**src/rtl/core/dalc_pkg.sv**
```systemverilog
// Shared types and constants for the DA-LC response bound block.
package dalc_pkg;

  localparam int unsigned PERIOD_W = 16;
  localparam int unsigned PRI_W = 8;
  localparam int unsigned CFG_W = 5;
  localparam int unsigned BOUND_W = 21;
  localparam int unsigned IDX_W = 4;
  localparam int unsigned LOAD_W = 17;
  localparam logic [CFG_W-1:0] CORES_RESET = 5'd8;
  localparam logic [BOUND_W-1:0] BOUND_MAX = 21'h1FFFFF;

  typedef struct packed {
    logic [PERIOD_W-1:0] period;
    logic [PERIOD_W-1:0] wcet;
    logic [PRI_W-1:0]    priority_req;
    logic                last_task;
  } dalc_in_t;

  typedef struct packed {
    logic [IDX_W-1:0]   task_index;
    logic [BOUND_W-1:0] response_bound;
    logic               meets_deadline;
    logic               last_result;
  } dalc_out_t;

  typedef struct packed {
    logic [PERIOD_W-1:0] period;
    logic [PERIOD_W-1:0] wcet;
    logic [PRI_W-1:0]    prio;
  } dalc_task_t;

  typedef struct packed {
    logic clear;
    logic insert;
  } dalc_list_ctl_t;

endpackage

```
**src/rtl/core/dalc_div.sv**
```systemverilog
// Shared restoring divider that produces one quotient bit per cycle.
module dalc_div #(
  parameter int unsigned DW = 22
) (
  input  logic                          clk,
  input  logic                          rst_n,
  input  logic                          start,
  input  logic [DW-1:0]                 dividend,
  input  logic [dalc_pkg::PERIOD_W-1:0] divisor,
  output logic                          busy,
  output logic                          done,
  output logic [DW-1:0]                 quotient,
  output logic [dalc_pkg::PERIOD_W-1:0] remainder
);
  import dalc_pkg::*;

  localparam int unsigned CNT_W = $clog2(DW + 1);

  logic [DW-1:0]       quo_r, quo_nxt;
  logic [PERIOD_W-1:0] rem_r, rem_nxt;
  logic [PERIOD_W-1:0] dvs_r;
  logic [CNT_W-1:0]    cnt_r;
  logic                busy_r;
  logic                done_r;
  logic [PERIOD_W:0]   trial;
  logic [PERIOD_W:0]   diff;
  logic                fits;

  always_comb begin
    trial = {rem_r, quo_r[DW-1]};
    diff = trial - {1'b0, dvs_r};
    fits = trial >= {1'b0, dvs_r};
    rem_nxt = fits ? diff[PERIOD_W-1:0] : trial[PERIOD_W-1:0];
    quo_nxt = {quo_r[DW-2:0], fits};
  end

  always_ff @(posedge clk) begin
    if (!rst_n) begin
      busy_r <= 1'b0;
      done_r <= 1'b0;
      cnt_r <= '0;
    end else begin
      done_r <= 1'b0;
      if (start) begin
        busy_r <= 1'b1;
        cnt_r <= CNT_W'(DW);
      end else if (busy_r) begin
        cnt_r <= cnt_r - 1'b1;
        if (cnt_r == CNT_W'(1)) begin
          busy_r <= 1'b0;
          done_r <= 1'b1;
        end
      end
    end
  end

  always_ff @(posedge clk) begin
    if (start) begin
      quo_r <= dividend;
      rem_r <= '0;
      dvs_r <= divisor;
    end else if (busy_r) begin
      quo_r <= quo_nxt;
      rem_r <= rem_nxt;
    end
  end

  assign busy = busy_r;
  assign done = done_r;
  assign quotient = quo_r;
  assign remainder = rem_r;

endmodule

```
**src/rtl/core/dalc_toplist.sv**
```systemverilog
// Sorted list of the largest interference differences with a running sum.
module dalc_toplist #(
  parameter int unsigned DEPTH = 15,
  parameter int unsigned KW = 5,
  parameter int unsigned SUM_W = 21
) (
  input  logic                          clk,
  input  logic                          rst_n,
  input  dalc_pkg::dalc_list_ctl_t      ctl,
  input  logic [KW-1:0]                 keep,
  input  logic [dalc_pkg::LOAD_W-1:0]   diff,
  output logic [SUM_W-1:0]              top_sum
);
  import dalc_pkg::*;

  localparam int unsigned IW = (DEPTH > 1) ? $clog2(DEPTH) : 1;

  logic [LOAD_W-1:0] list_r [DEPTH];
  logic [LOAD_W-1:0] list_nxt [DEPTH];
  logic [SUM_W-1:0]  sum_r;
  logic [KW-1:0]     keep_m1;
  logic [LOAD_W-1:0] tail;
  logic              take;

  always_comb begin
    keep_m1 = keep - 1'b1;
    tail = list_r[keep_m1[IW-1:0]];
    take = ctl.insert && (keep != '0) && (diff > tail);
    for (int j = 0; j < DEPTH; j++) begin
      list_nxt[j] = list_r[j];
      if (32'(j) < 32'(keep)) begin
        if (list_r[j] < diff) begin
          if (j == 0) begin
            list_nxt[j] = diff;
          end else if (list_r[(j > 0) ? j - 1 : 0] >= diff) begin
            list_nxt[j] = diff;
          end else begin
            list_nxt[j] = list_r[(j > 0) ? j - 1 : 0];
          end
        end
      end
    end
  end

  always_ff @(posedge clk) begin
    if (!rst_n || ctl.clear) begin
      sum_r <= '0;
      for (int j = 0; j < DEPTH; j++) begin
        list_r[j] <= '0;
      end
    end else if (take) begin
      sum_r <= sum_r + SUM_W'(diff) - SUM_W'(tail);
      for (int j = 0; j < DEPTH; j++) begin
        list_r[j] <= list_nxt[j];
      end
    end
  end

  assign top_sum = sum_r;

endmodule

```
**src/rtl/core/da_lc_response_bound.sv**
```systemverilog
// Top level of the DA-LC response bound block with its sequencer and task store.
// Usage: tasks arrive on the in_ channel, one transfer per task, with period,
// WCET and priority; the transfer with last_task set closes the set and starts
// the analysis. While the analysis runs in_stall stays high. One result per
// stored task leaves on the out_ channel in load order; last_result marks the
// final one, after which the set is empty and in_stall drops again.
// A non-final task is accepted whenever the block is idle. The analysis runs
// every interference term through one shared bit-serial divider, whose
// dividend width DW is 22 at 16 tasks. Each higher-priority pair costs two
// divisions, every other pair needs none, and each task adds its fetch, the
// division by the core count and its result.
// The num_cores register is written over the cfg_ channel while the block is
// idle; it resets to 8. A synchronous reset empties the set and drops out_valid.
// A result waits in the output register while out_stall is high, and the
// sequencer holds the next result until that register is free.
module da_lc_response_bound #(
  parameter int unsigned MAX_TASKS = 16,
  parameter int unsigned MAX_CORES = 16
) (
  input  logic                                 clk,
  input  logic                                 rst_n,
  input  logic                                 in_valid,
  output logic                                 in_stall,
  input  dalc_pkg::dalc_in_t                   in_data,
  output logic                                 out_valid,
  input  logic                                 out_stall,
  output dalc_pkg::dalc_out_t                  out_data,
  input  logic                                 cfg_valid,
  output logic                                 cfg_ready,
  input  logic [dalc_pkg::CFG_W-1:0]           cfg_data
);
  import dalc_pkg::*;

  localparam int unsigned AW = (MAX_TASKS > 1) ? $clog2(MAX_TASKS) : 1;
  localparam int unsigned CNTW = $clog2(MAX_TASKS + 1);
  localparam int unsigned CW = $clog2(MAX_CORES + 1);
  localparam int unsigned TOP_DEPTH = (MAX_CORES > 1) ? MAX_CORES - 1 : 1;
  localparam int unsigned SUM_W = LOAD_W + $clog2(MAX_TASKS);
  localparam int unsigned DW = SUM_W + 1;

  typedef enum logic [3:0] {
    S_IDLE, S_RD_K, S_LD_K, S_RD_I, S_LD_I, S_DIV_D, S_MUL_D, S_ADD_D,
    S_DIV_NC, S_MUL_NC, S_ADD_NC, S_NEXT_I, S_DIV_M, S_EMIT
  } state_t;

  state_t              state_r;
  dalc_task_t          mem [MAX_TASKS];
  dalc_task_t          rd_r;
  logic [AW-1:0]       rd_addr;
  logic [CNTW-1:0]     count_r;
  logic [CNTW-1:0]     k_r;
  logic [CNTW-1:0]     i_r;
  logic [CFG_W-1:0]    cores_r;
  logic [CW-1:0]       m_r;
  logic [PERIOD_W-1:0] tk_r, ck_r, ti_r, ci_r;
  logic [PRI_W-1:0]    pk_r;
  logic [LOAD_W-1:0]   cap_r;
  logic [LOAD_W-1:0]   id_r;
  logic [LOAD_W:0]     prod_r;
  logic [PERIOD_W-1:0] remmin_r;
  logic [SUM_W-1:0]    nc_sum_r;
  dalc_out_t           res_r;
  dalc_out_t           out_r;
  logic                out_valid_r;
  logic                out_load;

  logic [PERIOD_W-1:0] in_t, in_c;
  logic [31:0]         m_sel;
  logic [LOAD_W:0]     wl;
  logic [LOAD_W-1:0]   wl_cap;
  logic [LOAD_W-1:0]   span;
  logic [32:0]         prod_full;
  logic [31:0]         bound32;
  logic [SUM_W-1:0]    top_sum;
  dalc_list_ctl_t      list_ctl;
  logic [CW-1:0]       keep;

  logic                div_start;
  logic [DW-1:0]       div_dividend;
  logic [PERIOD_W-1:0] div_divisor;
  logic                div_busy;
  logic                div_done;
  logic [DW-1:0]       div_quo;
  logic [PERIOD_W-1:0] div_rem;

  always_comb begin
    in_t = (in_data.period == '0) ? PERIOD_W'(1) : in_data.period;
    in_c = (in_data.wcet > in_t) ? in_t : in_data.wcet;
    m_sel = (cores_r == '0) ? 32'd1 : 32'(cores_r);
    if (m_sel > MAX_CORES) begin
      m_sel = MAX_CORES;
    end
    span = {1'b0, tk_r} + {1'b0, rd_r.period} - {1'b0, rd_r.wcet};
    prod_full = 33'(div_quo[LOAD_W-1:0]) * 33'(ci_r);
    wl = prod_r + (LOAD_W + 1)'(remmin_r);
    wl_cap = (wl < (LOAD_W + 1)'(cap_r)) ? wl[LOAD_W-1:0] : cap_r;
    bound32 = 32'(ck_r) + 32'(div_quo);
    keep = m_r - 1'b1;
    out_load = (state_r == S_EMIT) && (!out_valid_r || !out_stall);
    rd_addr = (state_r == S_RD_K) ? k_r[AW-1:0] : i_r[AW-1:0];
    list_ctl.clear = (state_r == S_LD_K);
    list_ctl.insert = (state_r == S_ADD_NC);
    div_start = 1'b0;
    div_dividend = '0;
    div_divisor = ti_r;
    unique case (state_r)
      S_LD_I: begin
        div_start = rd_r.prio > pk_r;
        div_dividend = DW'(span);
        div_divisor = rd_r.period;
      end
      S_ADD_D: begin
        div_start = 1'b1;
        div_dividend = DW'(tk_r);
      end
      S_NEXT_I: begin
        div_start = (i_r == count_r - 1'b1);
        div_dividend = DW'(nc_sum_r) + DW'(top_sum);
        div_divisor = PERIOD_W'(m_r);
      end
      default: begin
        div_start = 1'b0;
      end
    endcase
  end

  always_ff @(posedge clk) begin
    if (state_r == S_IDLE && in_valid && count_r < CNTW'(MAX_TASKS)) begin
      mem[count_r[AW-1:0]] <= '{period: in_t, wcet: in_c, prio: in_data.priority_req};
    end
    rd_r <= mem[rd_addr];
  end

  always_ff @(posedge clk) begin
    if (!rst_n) begin
      state_r <= S_IDLE;
      count_r <= '0;
      cores_r <= CORES_RESET;
      out_valid_r <= 1'b0;
    end else begin
      if (cfg_valid && cfg_ready) begin
        cores_r <= cfg_data;
      end
      if (out_load) begin
        out_valid_r <= 1'b1;
        out_r <= res_r;
      end else if (!out_stall) begin
        out_valid_r <= 1'b0;
      end
      unique case (state_r)
        S_IDLE: begin
          if (in_valid) begin
            if (count_r < CNTW'(MAX_TASKS)) begin
              count_r <= count_r + 1'b1;
            end
            m_r <= CW'(m_sel);
            k_r <= '0;
            if (in_data.last_task && (count_r != '0 || MAX_TASKS > 0)) begin
              state_r <= S_RD_K;
            end
          end
        end
        S_RD_K: state_r <= S_LD_K;
        S_LD_K: begin
          tk_r <= rd_r.period;
          ck_r <= rd_r.wcet;
          pk_r <= rd_r.prio;
          cap_r <= {1'b0, rd_r.period} - {1'b0, rd_r.wcet} + 1'b1;
          nc_sum_r <= '0;
          i_r <= '0;
          state_r <= S_RD_I;
        end
        S_RD_I: state_r <= S_LD_I;
        S_LD_I: begin
          ti_r <= rd_r.period;
          ci_r <= rd_r.wcet;
          state_r <= (rd_r.prio > pk_r) ? S_DIV_D : S_NEXT_I;
        end
        S_DIV_D: if (div_done) state_r <= S_MUL_D;
        S_MUL_D: begin
          prod_r <= prod_full[LOAD_W:0];
          remmin_r <= (div_rem < ci_r) ? div_rem : ci_r;
          state_r <= S_ADD_D;
        end
        S_ADD_D: begin
          id_r <= wl_cap;
          state_r <= S_DIV_NC;
        end
        S_DIV_NC: if (div_done) state_r <= S_MUL_NC;
        S_MUL_NC: begin
          prod_r <= prod_full[LOAD_W:0];
          remmin_r <= (div_rem < ci_r) ? div_rem : ci_r;
          state_r <= S_ADD_NC;
        end
        S_ADD_NC: begin
          nc_sum_r <= nc_sum_r + SUM_W'(wl_cap);
          state_r <= S_NEXT_I;
        end
        S_NEXT_I: begin
          if (i_r == count_r - 1'b1) begin
            state_r <= S_DIV_M;
          end else begin
            i_r <= i_r + 1'b1;
            state_r <= S_RD_I;
          end
        end
        S_DIV_M: begin
          if (div_done) begin
            res_r.task_index <= IDX_W'(k_r);
            res_r.response_bound <= (bound32 > 32'(BOUND_MAX)) ? BOUND_MAX :
                                    BOUND_W'(bound32);
            res_r.meets_deadline <= bound32 <= 32'(tk_r);
            res_r.last_result <= (k_r == count_r - 1'b1);
            state_r <= S_EMIT;
          end
        end
        S_EMIT: begin
          if (out_load) begin
            if (k_r == count_r - 1'b1) begin
              count_r <= '0;
              state_r <= S_IDLE;
            end else begin
              k_r <= k_r + 1'b1;
              state_r <= S_RD_K;
            end
          end
        end
        default: state_r <= S_IDLE;
      endcase
    end
  end

  dalc_div #(
    .DW(DW)
  ) u_div (
    .clk       (clk),
    .rst_n     (rst_n),
    .start     (div_start),
    .dividend  (div_dividend),
    .divisor   (div_divisor),
    .busy      (div_busy),
    .done      (div_done),
    .quotient  (div_quo),
    .remainder (div_rem)
  );

  dalc_toplist #(
    .DEPTH (TOP_DEPTH),
    .KW    (CW),
    .SUM_W (SUM_W)
  ) u_toplist (
    .clk     (clk),
    .rst_n   (rst_n),
    .ctl     (list_ctl),
    .keep    (keep),
    .diff    (id_r - wl_cap),
    .top_sum (top_sum)
  );

  assign in_stall = (state_r != S_IDLE);
  assign cfg_ready = (state_r == S_IDLE);
  assign out_valid = out_valid_r;
  assign out_data = out_r;

`ifndef SYNTHESIS
  a_busy_in_div: assert property (@(posedge clk) disable iff (!rst_n)
    div_busy |-> (state_r == S_DIV_D || state_r == S_DIV_NC || state_r == S_DIV_M))
    else $error("Divider runs outside a divide state.");

  a_work_has_tasks: assert property (@(posedge clk) disable iff (!rst_n)
    (state_r != S_IDLE) |-> (count_r != '0))
    else $error("Analysis runs on an empty task set.");

  a_last_ends_set: assert property (@(posedge clk) disable iff (!rst_n)
    (out_load && res_r.last_result) |=> (state_r == S_IDLE && count_r == '0))
    else $error("Set not cleared after its final result.");
`endif

endmodule

```
**config.mk**
```make
export PLATFORM = sky130hd
export DESIGN_NAME = da_lc_response_bound
export DESIGN_NICKNAME = d
export VERILOG_FILES = /design/src/rtl/core/dalc_pkg.sv /design/src/rtl/core/dalc_div.sv /design/src/rtl/core/dalc_toplist.sv /design/src/rtl/core/da_lc_response_bound.sv
export SDC_FILE = /design/constraint.sdc
export NUM_CORES = 2
export LEC_CHECK = 0
export ABC_AREA = 0
export BUFFER_PORTS_ARGS = -buffer_cell sky130_fd_sc_hd__buf_4
export CORE_MARGIN = 4
export CORE_UTILIZATION = 59
export CTS_CLUSTER_DIAMETER = 50
export DETAILED_ROUTE_END_ITERATION = 6
export GPL_TIMING_DRIVEN = 0
export PLACE_DENSITY = 0.75
export SLEW_MARGIN = 20
export SYNTH_ARGS = -nofsm -noshare
export SYNTH_HDL_FRONTEND = slang
export SYNTH_SLANG_ARGS = --single-unit
export TNS_END_PERCENT = 100
```
**constraint.sdc**
```tcl
create_clock -name clk -period 33.4 [get_ports clk]
set_clock_uncertainty 0.2 [all_clocks]
set_input_delay 1.67 -clock clk [delete_from_list [all_inputs] [get_ports clk]]
set_output_delay 1.67 -clock clk [all_outputs]
set_load 0.02 [all_outputs]
```
After elaboration in Yosys (flattened, before gate mapping)
Memory sizes are Yosys's and may differ from the RTL's. A register that Yosys moved wholly into a read port is not among the register bits.
Cells that the tools add are included.
Storage, ports and cells
  latch bits: 0
  output and inout port bits: 30
  input bits: 51
  memory bits (read-only): 0
  memories: 2
  word-level logic and storage cells: 296
  register bits after elaboration: 327
  memory bits (writable): 895
Memory list
  mem: words 16, bits a word 40, read ports 1, clocked after memory_dff 1, wr ports 1, RTL line da_lc_response_bound.sv:47  | dalc_task_t mem [MAX_TASKS];
  u_toplist.list_r: words 15, bits a word 17, read ports 16, clocked after memory_dff 0, wr ports 15, RTL line dalc_toplist.sv:18  | logic [LOAD_W-1:0] list_r [DEPTH];
Operators by class
  multipliers: 1
  shift-type cells: 0
  bitwise operators: 17
  $lt $le $gt $ge: 54
  div/mod/pow operators: 0
  $add $sub $neg: 19
  mux-type cells: 108
  eq/ne operators: 27
  reductions and logical operators: 35
Operators by type and width (count)
  $mux W17: 60
  $lt A17 B17 Y1: 15
  $ge A17 B17 Y1: 14
  $pmux W22 S3: 1
  $mux W16: 4
  $pmux W4 S14: 1
  $mux W5: 11
  $mux W22: 2
  $add A21 B17 Y21: 2
  $pmux W21 S2: 1
  $mux W4: 9
  $lt A4 B5 Y1 const A: 7
  $pmux W16 S2: 1
  $pmux W5 S2: 3
  $eq A4 B4 Y1 const B: 6
  $add A16 B22 Y23: 1
  $gt A23 B21 Y1 const B: 1
  $le A23 B16 Y1: 1
  $add A21 B21 Y22: 1
  $sub A21 B17 Y21: 1
  $lt A3 B5 Y1 const A: 4
  $add A18 B16 Y18: 1
  $lt A18 B17 Y1: 1
  $mul A17 B16 Y18: 1
  other kinds (44): 112

Depth between registers and ports, before layout
  word-level depth: 10
  mapped depth: 57
  depth with buffers taken out: 51

By module
Synthesis repeated with hierarchy kept, for this count alone.
Unflattened totals
  cells, all modules: 6024
  area total of the unflattened synthesis: 73359.1 sq um
Modules (own cells, without submodules)
  da_lc_response_bound: area each 47926.0 sq um, times used 1, sequential area each 27226.1 sq um, cells each 3521
  dalc_toplist: area each 22146.2 sq um, times used 1, sequential area each 8077.7 sq um, cells each 2208
  dalc_div: area each 3286.9 sq um, times used 1, sequential area each 1601.5 sq um, cells each 295

Worst setup path before layout
No wires, ideal clock.
  path type: register to register
  from: register prod_r[0]
  to: memory u_toplist.list_r[1][0], enable pin
  path buffers: 5
  setup time: 0.415 ns
  data required time: 32.785 ns
  slack: 21.724 ns
  clock period less this slack: 11.676 ns
  cell stages (with the launch flop): 53
  data arrival time: 11.061 ns
  cell sequence: edfxtp_1 > ha_1 > inv_1 > fa_1 > nor2b_1 > o21ai_0 > a21boi_0 > o21ai_0 > a21boi_0 > o21ai_0 > a21boi_0 > o21ai_0 > nand2b_1 > nand2_1 > a2111oi_0 > o31ai_1 > and2_1 > ha_1 > (+17 left out) > maj3_2 > maj3_2 > maj3_2 > maj3_2 > a21oi_2 > xnor2_1 > buf_2 > inv_1 > ha_1 > nand3_1 > nor3_1 > a211oi_1 > o21ai_0 > a21o_1 > a21o_1 > maj3_1 > a221o_1 > o21ai_0
RTL lines
  start, declared: RTL line da_lc_response_bound.sv:59  | logic [LOAD_W:0] prod_r;
  start signal, assigned: RTL line da_lc_response_bound.sv:181  | prod_r <= prod_full[LOAD_W:0];
  start signal, assigned: RTL line da_lc_response_bound.sv:191  | prod_r <= prod_full[LOAD_W:0];
  end, declared: RTL line dalc_toplist.sv:18

==> results by group <==
Critical path
  – Cell mode on critical path: o21ai_0
  – R2R setup slack: 18.60 ns
  – CP Data Arrival Time: 15.11 ns
  – Crit-path max FO: 17
  – Worst r2r path cells: 54
  – FF-to-FF End: u_toplist.list_r[12][7]
  – WP data required: 33.71 ns
  – CP max stage delay: 1.02 ns
  – Critical path class: reg -> reg
  – CP Capture Type: flop
  – RR Startpoint: prod_r[0]
  – Slowest CP cell: clkinv_1
  – Worst Setup Start Kind: flop

Drt
  – Iteration-0 DRC count of the detailed router: 6394
  – Routed length per placed instance: 27.3 microns
  – DRC viols: 9
  – DRT Pass-1 Iters: 7
  – Drt via density: 6.43
  – Antenna Nets Post-Route: 0
  – Routed via count: 50.3k
  – Final Routed Wirelength: 214000 microns

Final layout
  – Area Overhead vs Synth: 12.8%
  – Nets: 6813
  – Ratio of cells with drive above 1 in the final layout: 13.1%
  – Final Non-Filler Cells: 7824
  – Utilization after layout: 67.1%
  – Number of fill cells in the layout: 8692
  – Cell area after layout: 0.0819 sq mm

Placement
  – IO buf count: 80
  – Dpl hpwl: 155000 microns
  – Routability congestion estimate: 0.974
  – Post-Place Cell Area: 0.0766 sq mm
  – Placed cell count: 7538

Floorplan
  – IO Count: 81
  – Die height: 359 microns
  – Initial Util: 59.5%
  – Core Rows: 128
  – Die Wd: 359 microns
  – Core ar.: 0.122 sq mm
  – Die area: 0.129 sq mm

Clocking
  – Hold-fix buffers, CTS: 0
  – Clock slew at reported path FFs: 0.06 ns
  – Total setup buffers inserted after CTS: 0
  – Worst-Skew Late Latency: 0.81 ns
  – Post-CTS sizing: 0
  – Clock sink count: 1262
  – H-tree depth: 4
  – CTS tree: yes
  – Root Buffer: clkbuf_16
  – Num CTS Buffers: 152
  – CTS Buffer Depth: 3

Logic synthesis
  – Synth Instances: 5758
  – Flops & latches, synth: 1262
  – Synth cell types: 84
  – Leading area contributor after synthesis: edfxtp_1
  – Asr flop ratio synth: 0%
  – Post-synth EDFFs: 1163
  – Syn avg cell area: 12.6 sq um
  – Ys flop type: edfxtp_1
  – Synthesis Warnings: 0
  – Top-area cell type share of the netlist area: 48.1%
  – Seq/Total Area, Yosys: 50.8%
  – Syn_nets: 6504
  – Ranking of synthesized cells by area: edfxtp_1, ha_1, mux4_2
  – Post-synthesis cell area: 0.0726 sq mm

Status
  – Status: complete, but fails checks
  – Failing checks: design-rule violations

Hold path
  – Min-delay src: res_r[26]
  – WHS Endpoint: out_data[26]
  – Worst min path class: reg -> reg
  – Hold Path Cell Cnt: 0

STA
  – Final Max Tran Viols: 0
  – Endpoints failing setup: 0
  – Worst slew pin tran: 1.24 ns
  – Fmax: 0.0676 GHz
  – RSZ-0062 raised after global routing: false
  – Final worst-path cycle share: 44.3%
  – Max_slew headroom: 16.7%
  – Endpoints failing hold: 0
  – Post-layout minimum cycle time: 14.80 ns
  – Setup TNS: 0 ns

Global routing
  – Global route overflow: 0
  – Largest net degree at the start of global routing: 33
  – Antenna violations before repair: 11
  – Number of global-route vias before repair: 49.9k
  – GR Util All Layers: 33.3%
  – First-pass GRT wire length: 316000 microns

Power and ir drop
  – Pleak: 32.6 nW
  – Power Dens Cells: 65.3 mW/mm^2
  – Tot Pwr: 0.00535 W
  – Peak VDD IR: 57.8 uV

Run
  – # Max-Cap Violations: 0
-- per-stage QoR --
step | setup WS, ns | hold slack [ns]
6_report | 18.60 | 0.201
4_1_cts | 18.93 | 0.208
2_1_floorplan | 21.72 | 0.200
5_1_grt | 17.58 | 0.229
3_3_place_gp | 17.39 | 0.202
3_5_place_dp | 19.02 | 0.205
-- cell usage after synthesis (46+ instances only) --
master,count
ha_1,549
nor3_1,52
o21a_1,128
o21ai_0,175
nor2b_1,88
a21o_1,71
inv_1,539
nand3_1,78
a31oi_1,61
a21oi_1,195
dfxtp_1,99
nand2b_1,71
xnor2_1,152
edfxtp_1,1163
and2_1,133
mux4_2,227
nand4_1,52
mux2i_1,256
nand2_1,308
clkbuf_1,187
nor2_1,467
fa_1,146
xor2_1,46
a211oi_1,99
-- cells in the final DEF (no fill, tap or decap), drive strengths merged, types with 15 or more instances in the layout --
| cell | n |
|---|---|
| edfxtp | 1163 |
| inv | 561 |
| ha | 549 |
| nor2 | 467 |
| clkbuf | 378 |
| nand2 | 308 |
| mux2i | 259 |
| mux4 | 227 |
| buf | 213 |
| a21oi | 210 |
| o21ai | 181 |
| xnor2 | 154 |
| fa | 146 |
| and2 | 133 |
| o21a | 128 |
| a211oi | 99 |
| dfxtp | 99 |
| nor2b | 88 |
| nand3 | 78 |
| a21o | 72 |
| nand2b | 71 |
| a31oi | 62 |
| nand4 | 52 |
| nor3 | 52 |
| clkinv | 50 |
| xor2 | 46 |
| maj3 | 36 |
| o21bai | 31 |
| mux2 | 31 |
| a21boi | 26 |
| o31ai | 20 |
| a221o | 15 |
-- registers in the layout, summed over array words and instances, names as in the netlist, 17 cells and up --
name               flops
u_div.quotient        22
mem                  640
out_data              27
res_r                 27
nc_sum_r              21
prod_r                18
u_toplist.list_r     255
rd_r                  40
id_r                  17
cap_r                 17
u_toplist.top_sum     21
-- worst max-delay path by stage --
stage / cells past startpoint / startpoint / endpoint / slack, ns
2_1_floorplan: 52 / prod_r[0] / u_toplist.list_r[1][0] / 21.72
3_3_place_gp: 50 / prod_r[0] / u_toplist.list_r[2][4] / 17.39
3_5_place_dp: 55 / prod_r[0] / u_toplist.top_sum[20] / 19.02
4_1_cts: 55 / prod_r[0] / u_toplist.top_sum[20] / 18.93
5_1_grt: 55 / prod_r[0] / u_toplist.top_sum[20] / 17.58
6_report: 54 / prod_r[0] / u_toplist.list_r[12][7] / 18.60
-- power breakdown --
group	total [W]	internal [W]	switching, W
registers	0.00198	0.00187	0.000108
clock network	0.00171	0.000989	0.000719
logic	0.00167	0.000675	0.000993
-- kinds of logic (layout without fill, tap and decap cells) --
family                   count (synthesis)  count (layout)  share of synthesized area [%]
AND/OR/NAND/NOR                       1309            1309                           8.43
flip-flops                            1262            1262                           50.8
other                                    0               9                              0
multiplexers                           517             517                           11.1
adder cells (fa/ha/maj)                731             731                           14.0
AO/OA/AOI/OAI                          949             949                           8.85
buffers and inverters                  790            1222                           4.30
XOR/XNOR                               200             200                           2.45
-- worst max-delay path: cells and delay by family (launching register included) --
| kind | cells | cell delay (ns) |
|---|---|---|
| AOI/OAI and AO/OA | 23 | 6.31 |
| adders and majority gates | 9 | 3.09 |
| buffers and inverters | 10 | 3.10 |
| DFF | 1 | 0.32 |
| muxes | 1 | 0.22 |
| and+or+nand+nor | 11 | 1.28 |
-- metal layers --
metal  GRT usage [%]  wire length, microns
met5               0                    13
met3            8.37                 23600
met1            45.3                 83100
met4            13.2                  9300
met2            51.9                 97800
-- cell type report --
| class | instances | area [sq um] | share of cell area (%) |
|---|---|---|---|
| repair buffers | 155 | 1710 | 2.09 |
| inverters | 542 | 2040 | 2.49 |
| multi-input cells | 3706 | 32900 | 40.1 |
| flip-flops and latches | 1262 | 36900 | 45.1 |
| clock inverters | 89 | 1190 | 1.46 |
| clock buffers | 188 | 4030 | 4.92 |
| well taps | 1625 | 2030 | 2.48 |
| diodes | 9 | 22.5 | 0.0275 |
| plain buffers | 248 | 1100 | 1.35 |
No activity file was read; power rests on OpenSTA's default activity.
